## src/design/sfe_pkg.sv

```systemverilog
package sfe_pkg;

    // field widths
    localparam int SAMPLE_W = 24;
    localparam int DELAY_W  = 17;
    localparam int GAIN_W   = 16;
    localparam int CFG_W    = 17;

    // configuration register indexes
    localparam logic [1:0] REG_DELAY_SAMPLES = 2'd0;
    localparam logic [1:0] REG_FEEDBACK_GAIN = 2'd1;
    localparam logic [1:0] REG_WET_LEVEL     = 2'd2;

    // register reset values
    localparam logic [DELAY_W-1:0] DELAY_RESET = 17'd0;
    localparam logic [GAIN_W-1:0]  GAIN_RESET  = 16'd16384;
    localparam logic [GAIN_W-1:0]  WET_RESET   = 16'd0;

    // longest usable delay in samples
    localparam logic [DELAY_W-1:0] MAX_DELAY = 17'd95999;

    // one-pole smoother coefficients, 0.99 and 0.01 in q0.16
    localparam logic [15:0] SMOOTH_KEEP = 16'd64881;
    localparam logic [9:0]  SMOOTH_TAKE = 10'd655;

    // unity in q1.23
    localparam logic [24:0] ONE_Q23 = 25'd8388608;

    localparam logic signed [31:0] SAT_HI = 32'sd8388607;
    localparam logic signed [31:0] SAT_LO = -32'sd8388608;

    // per-step commands from the sequencer
    typedef struct packed {
        logic load_in;
        logic mod_step;
        logic addr_step;
        logic fb_mul;
        logic fb_wr;
        logic mix_mul;
        logic out_load;
    } sfe_cmd_t;

    // status back to the sequencer
    typedef struct packed {
        logic out_free;
    } sfe_status_t;

    // clamp to the signed 24-bit range
    function automatic logic signed [SAMPLE_W-1:0] sat24(input logic signed [31:0] v);
        logic signed [SAMPLE_W-1:0] r;
        if (v > SAT_HI) begin
            r = SAT_HI[SAMPLE_W-1:0];
        end else if (v < SAT_LO) begin
            r = SAT_LO[SAMPLE_W-1:0];
        end else begin
            r = v[SAMPLE_W-1:0];
        end
        return r;
    endfunction

endpackage

```

## src/design/sfe_ctrl.sv

```systemverilog
module sfe_ctrl (
    input  logic                aclk,
    input  logic                aresetn,
    input  logic                s_tvalid,
    output logic                s_tready,
    input  sfe_pkg::sfe_status_t status,
    output sfe_pkg::sfe_cmd_t   cmd
);

    localparam logic [2:0] ST_IDLE = 3'd0;
    localparam logic [2:0] ST_MOD  = 3'd1;
    localparam logic [2:0] ST_ADDR = 3'd2;
    localparam logic [2:0] ST_READ = 3'd3;
    localparam logic [2:0] ST_FB   = 3'd4;
    localparam logic [2:0] ST_MIX  = 3'd5;
    localparam logic [2:0] ST_OUT  = 3'd6;

    logic [2:0] state_reg;
    logic [2:0] state_next;

    // sequence one beat through the datapath steps
    always_comb begin
        state_next = state_reg;
        cmd        = '0;
        s_tready   = 1'b0;
        unique case (state_reg)
            ST_IDLE: begin
                s_tready = 1'b1;
                if (s_tvalid) begin
                    cmd.load_in = 1'b1;
                    state_next  = ST_MOD;
                end
            end
            ST_MOD: begin
                cmd.mod_step = 1'b1;
                state_next   = ST_ADDR;
            end
            ST_ADDR: begin
                cmd.addr_step = 1'b1;
                state_next    = ST_READ;
            end
            ST_READ: begin
                cmd.fb_mul = 1'b1;
                state_next = ST_FB;
            end
            ST_FB: begin
                cmd.fb_wr  = 1'b1;
                state_next = ST_MIX;
            end
            ST_MIX: begin
                cmd.mix_mul = 1'b1;
                state_next  = ST_OUT;
            end
            ST_OUT: begin
                if (status.out_free) begin
                    cmd.out_load = 1'b1;
                    state_next   = ST_IDLE;
                end
            end
            default: begin
                state_next = ST_IDLE;
            end
        endcase
    end

    // state register
    always_ff @(posedge aclk) begin
        if (!aresetn) begin
            state_reg <= ST_IDLE;
        end else begin
            state_reg <= state_next;
        end
    end

    // at most one step per cycle
    a_one_step: assert property (@(posedge aclk) disable iff (!aresetn)
        $onehot0(cmd))
        else $error("more than one datapath step in a cycle");

    // an accepted beat starts the modulo step next
    a_load_then_mod: assert property (@(posedge aclk) disable iff (!aresetn)
        cmd.load_in |=> cmd.mod_step)
        else $error("accepted beat not followed by modulo step");

    // result register only loaded when it can take a value
    a_out_free: assert property (@(posedge aclk) disable iff (!aresetn)
        cmd.out_load |-> status.out_free)
        else $error("result loaded over a pending beat");

endmodule

```

## config.mk

```make
export PLATFORM = sky130hd
export DESIGN_NAME = sfe_ctrl
export DESIGN_NICKNAME = d
export VERILOG_FILES = /design/src/design/sfe_pkg.sv /design/src/design/sfe_ctrl.sv
export SDC_FILE = /design/constraint.sdc
export NUM_CORES = 1
export LEC_CHECK = 0
export CORE_AREA = 3 3 40 42
export DETAILED_ROUTE_END_ITERATION = 12
export DIE_AREA = 0 0 43 45
export DONT_BUFFER_PORTS = 1
export RECOVER_POWER = 100
export SLEW_MARGIN = 20
export SYNTH_ARGS = -nofsm -noshare
export SYNTH_HDL_FRONTEND = slang
export SYNTH_SLANG_ARGS = --single-unit
export TNS_END_PERCENT = 5
```

## constraint.sdc

```tcl
create_clock -name aclk -period 2.28 [get_ports aclk]
set_clock_uncertainty 0.1 [all_clocks]
set_input_delay 0.114 -clock aclk [delete_from_list [all_inputs] [get_ports aclk]]
set_output_delay 0.114 -clock aclk [all_outputs]
set_load 0.01 [all_outputs]
```

==> flow_summary.html <==
<table>
<tr><th>Metric</th><th>Value</th></tr>
<tr><th colspan="2">Flow run</th></tr>
<tr><td>Max Cap Viol</td><td>0</td></tr>
<tr><th colspan="2">Die</th></tr>
<tr><td>Die Height</td><td>45 um</td></tr>
<tr><td>Number of cell rows</td><td>13</td></tr>
<tr><td>Core outline area</td><td>1280 um^2</td></tr>
<tr><td>I/O pins</td><td>12</td></tr>
<tr><td>Die footprint</td><td>1940 um^2</td></tr>
<tr><td>Starting density of the core</td><td>0.164</td></tr>
<tr><td>Die boundary width</td><td>43 um</td></tr>
<tr><th colspan="2">Hold path</th></tr>
<tr><td>Type of the most critical hold path</td><td>input pin to flip-flop</td></tr>
<tr><td>Capture endpoint of the worst hold path</td><td>state_reg[0]</td></tr>
<tr><td>Hold Path Depth</td><td>2</td></tr>
<tr><td>Hold Startpoint</td><td>s_tvalid</td></tr>
<tr><th colspan="2">Layout</th></tr>
<tr><td>Area growth, synth to finish</td><td>10.7%</td></tr>
<tr><td>Antenna Diode Count</td><td>0</td></tr>
<tr><td>Final Net Count</td><td>30</td></tr>
<tr><td>Fraction of final layout cells sized beyond drive strength 1</td><td>0.160</td></tr>
<tr><td>Largest register FFs</td><td>3</td></tr>
<tr><th colspan="2">STA</th></tr>
<tr><td>Unrepaired setup endpoints after global routing</td><td>false</td></tr>
<tr><td>Final setup violation count</td><td>0</td></tr>
<tr><td>Max Slew Vio Count</td><td>0</td></tr>
<tr><td>Final critical path time including I/O delays and setup</td><td>1.52 ns</td></tr>
<tr><td>Fmax</td><td>0.659 GHz</td></tr>
<tr><td>Setup tns final</td><td>0 ns</td></tr>
<tr><td>Final critical-path share of the clock period</td><td>0.665</td></tr>
<tr><td>Slew @ Worst Pin</td><td>0.410 ns</td></tr>
<tr><td>Hold Vio Cnt, Final</td><td>0</td></tr>
<tr><td>Worst-case headroom to the max-slew limit</td><td>0.725</td></tr>
<tr><td>Worst path setup slack after routing</td><td>0.764 ns</td></tr>
<tr><th colspan="2">Setup path</th></tr>
<tr><td>Data required, critical path</td><td>2.07 ns</td></tr>
<tr><td>Launch point of the worst reg-to-reg path</td><td>state_reg[2]</td></tr>
<tr><td>Kind of capture point of the worst setup path</td><td>primary output</td></tr>
<tr><td>Signal arrival time at the worst endpoint</td><td>1.30 ns</td></tr>
<tr><td>Slack of the worst reg-to-reg path</td><td>1.08 ns</td></tr>
<tr><td>Worst Path Class, Setup</td><td>flip-flop to primary output</td></tr>
<tr><td>Worst reg-to-reg path cell count</td><td>3</td></tr>
<tr><td>Crit Reg-Reg Endpoint</td><td>state_reg[2]</td></tr>
<tr><td>Top fanout value on the critical path</td><td>10</td></tr>
<tr><td>Startpoint types</td><td>flip-flop</td></tr>
<tr><th colspan="2">Placed design</th></tr>
<tr><td>Placer's final routability congestion estimate</td><td>0.604</td></tr>
<tr><td>Pre-CTS setup slack</td><td>1.05 ns</td></tr>
<tr><td>Port Buf Inserts</td><td>0</td></tr>
<tr><td>HPWL after detailed placement</td><td>324 um</td></tr>
<tr><th colspan="2">CTS</th></tr>
<tr><td>Clk Tree Root Cell</td><td>clkbuf_4</td></tr>
<tr><td>Depth of the CTS H-tree</td><td>1</td></tr>
<tr><td>Clock-pin slew reported for the worst setup and hold paths after clock tree synthesis</td><td>0.04 ns</td></tr>
<tr><td>Clock Tree Buf Depth</td><td>2</td></tr>
<tr><td>Number of cells upsized or downsized after cts</td><td>0</td></tr>
<tr><td>CTS tree</td><td>yes</td></tr>
<tr><td>Number of buffers added to fix hold violations after cts</td><td>1</td></tr>
<tr><td>Insertion delay to the later sink of the worst-skew pair</td><td>0.23 ns</td></tr>
<tr><td>Total clock buffers created by CTS</td><td>3</td></tr>
<tr><td>Post CTS Setup Buffer Count</td><td>0</td></tr>
<tr><td>Clock net sink count</td><td>3</td></tr>
<tr><th colspan="2">Pwr</th></tr>
<tr><td>IR drop worst, VDD</td><td>0.127 mV</td></tr>
<tr><td>Total power draw</td><td>0.184 mW</td></tr>
<tr><td>Leak pwr</td><td>0.0832 nW</td></tr>
<tr><td>Power per standard cell area</td><td>789 nW/um^2</td></tr>
<tr><th colspan="2">Yosys</th></tr>
<tr><td>Seq/Total Area, Yosys</td><td>0.286</td></tr>
<tr><td>Synth Instances</td><td>23</td></tr>
<tr><td>Synth Area per Inst</td><td>9.14 um^2</td></tr>
<tr><td>Synthesized net count</td><td>27</td></tr>
<tr><td>Number of warnings issued by yosys</td><td>0</td></tr>
<tr><td>Yosys reg bits</td><td>3</td></tr>
<tr><td>Cell area after synthesis</td><td>210 um^2</td></tr>
<tr><td>Number of distinct library cell variants in the gate-level netlist after synthesis</td><td>17</td></tr>
<tr><th colspan="2">Outcome</th></tr>
<tr><td>Result of the run</td><td>completed</td></tr>
<tr><th colspan="2">Global route</th></tr>
<tr><td>Wire length of the first global-routing pass</td><td>759 um</td></tr>
<tr><td>Overall routing resource usage</td><td>0.0557</td></tr>
<tr><td>Number of global-route vias before repair</td><td>179</td></tr>
<tr><td>Number of antenna violations at the first check in global routing</td><td>0</td></tr>
<tr><td>Largest net degree at the start of global routing</td><td>12</td></tr>
<tr><td>Sum of overflow across all layers after global routing</td><td>0</td></tr>
<tr><th colspan="2">Routing</th></tr>
<tr><td>Detailed-route via count</td><td>168</td></tr>
<tr><td>Detailed-routing iteration count for the pre-antenna-repair pass</td><td>1</td></tr>
<tr><td>Number of design-rule violations left by the first detailed-router iteration</td><td>0</td></tr>
<tr><td>Drt drc</td><td>0</td></tr>
<tr><td>Final routed wire length divided by cell count</td><td>11.6 um</td></tr>
<tr><td>Post-detailed-routing wire length</td><td>465 um</td></tr>
<tr><td>Vias per cell</td><td>4.20</td></tr>
<tr><td>Post-route ant nets</td><td>0</td></tr>
</table>
## area by class of cell
class                   count  area, um^2
clock buffers               4        26.3
fillers                   152        1050
multi-input cells          17         118
flip-flops and latches      3        60.1
well taps                  15        18.8
repair buffers              1        10.0
## critical path, stage by stage (launching register included)
cell and delay, ns:
dfxtp_1 0.39, nor3_1 0.41, and2_0 0.26
## report_power, final
| group | internal [mW] | total (mW) | switching, mW |
|---|---|---|---|
| registers | 0.0569 | 0.0671 | 0.0102 |
| clock network | 0.0655 | 0.0923 | 0.0267 |
| logic | 0.0115 | 0.0243 | 0.0128 |
| total | 0.134 | 0.184 | 0.0498 |
## metal layers
| metal | GRT usage | share of wire | vias up |
|---|---|---|---|
| li1 | - | - | 86 |
| met1 | 0.0695 | 0.47 | 73 |
| met2 | 0.0629 | 0.41 | 7 |
| met3 | 0.0199 | 0.075 | 2 |
| met4 | 0.0723 | 0.037 | 0 |
| met5 | 0 | 0 | - |
## placed cells by master (no fill, tap or decap), types with 2 or more instances in the layout
| master | netlist | layout |
|---|---|---|
| and3b_1 | 2 | 2 |
| nor3b_1 | 4 | 4 |
| dfxtp_1 | 3 | 3 |
| clkbuf_4 | 0 | 3 |
| nor3_1 | 1 | 2 |
| a21oi_1 | 1 | 2 |
## synthesized netlist by cell type
cell type,n,area share
a21oi_2,1,0.042
o21ai_1,1,0.024
buf_4,1,0.036
nor3_1,1,0.024
nor3b_1,4,0.14
and3b_1,2,0.083
nor4bb_1,1,0.048
nor2b_1,1,0.030
a21oi_1,1,0.024
dfxtp_1,3,0.29
nand2_1,1,0.018
nor2b_2,1,0.042
and2_1,1,0.030
nor3_2,1,0.048
buf_2,1,0.024
mux2i_1,1,0.048
buf_6,1,0.054
## cells by family after synthesis
group,share of synthesized area
and+or+nand+nor,0.464
DFF,0.286
muxes,0.0476
buffers and inverters,0.113
AOI/OAI and AO/OA,0.0892
## worst max path at each step
stage | from | end | slack, ns
after floorplan | state_reg[1] | cmd[6] | 1.17
after global placement | state_reg[2] | cmd[0] | 1.07
after detailed placement | state_reg[2] | cmd[0] | 1.05
after CTS | state_reg[2] | cmd[0] | 0.80
after global routing | state_reg[1] | cmd[6] | 0.69
final | state_reg[1] | cmd[6] | 0.76
## per-stage QoR
step | utilization | std cells | instance area, um^2 | hold slack (ns)
after floorplan | - | 23 | 210 | 0.142
after global placement | 0.160 | 35 | 205 | 0.148
after detailed placement | 0.160 | 35 | 205 | 0.148
after CTS | 0.188 | 40 | 241 | 0.0308
after global routing | 0.181 | 40 | 233 | 0.0908
final | 0.181 | 40 | 233 | 0.0320
No activity file was read; power rests on OpenSTA's default activity.
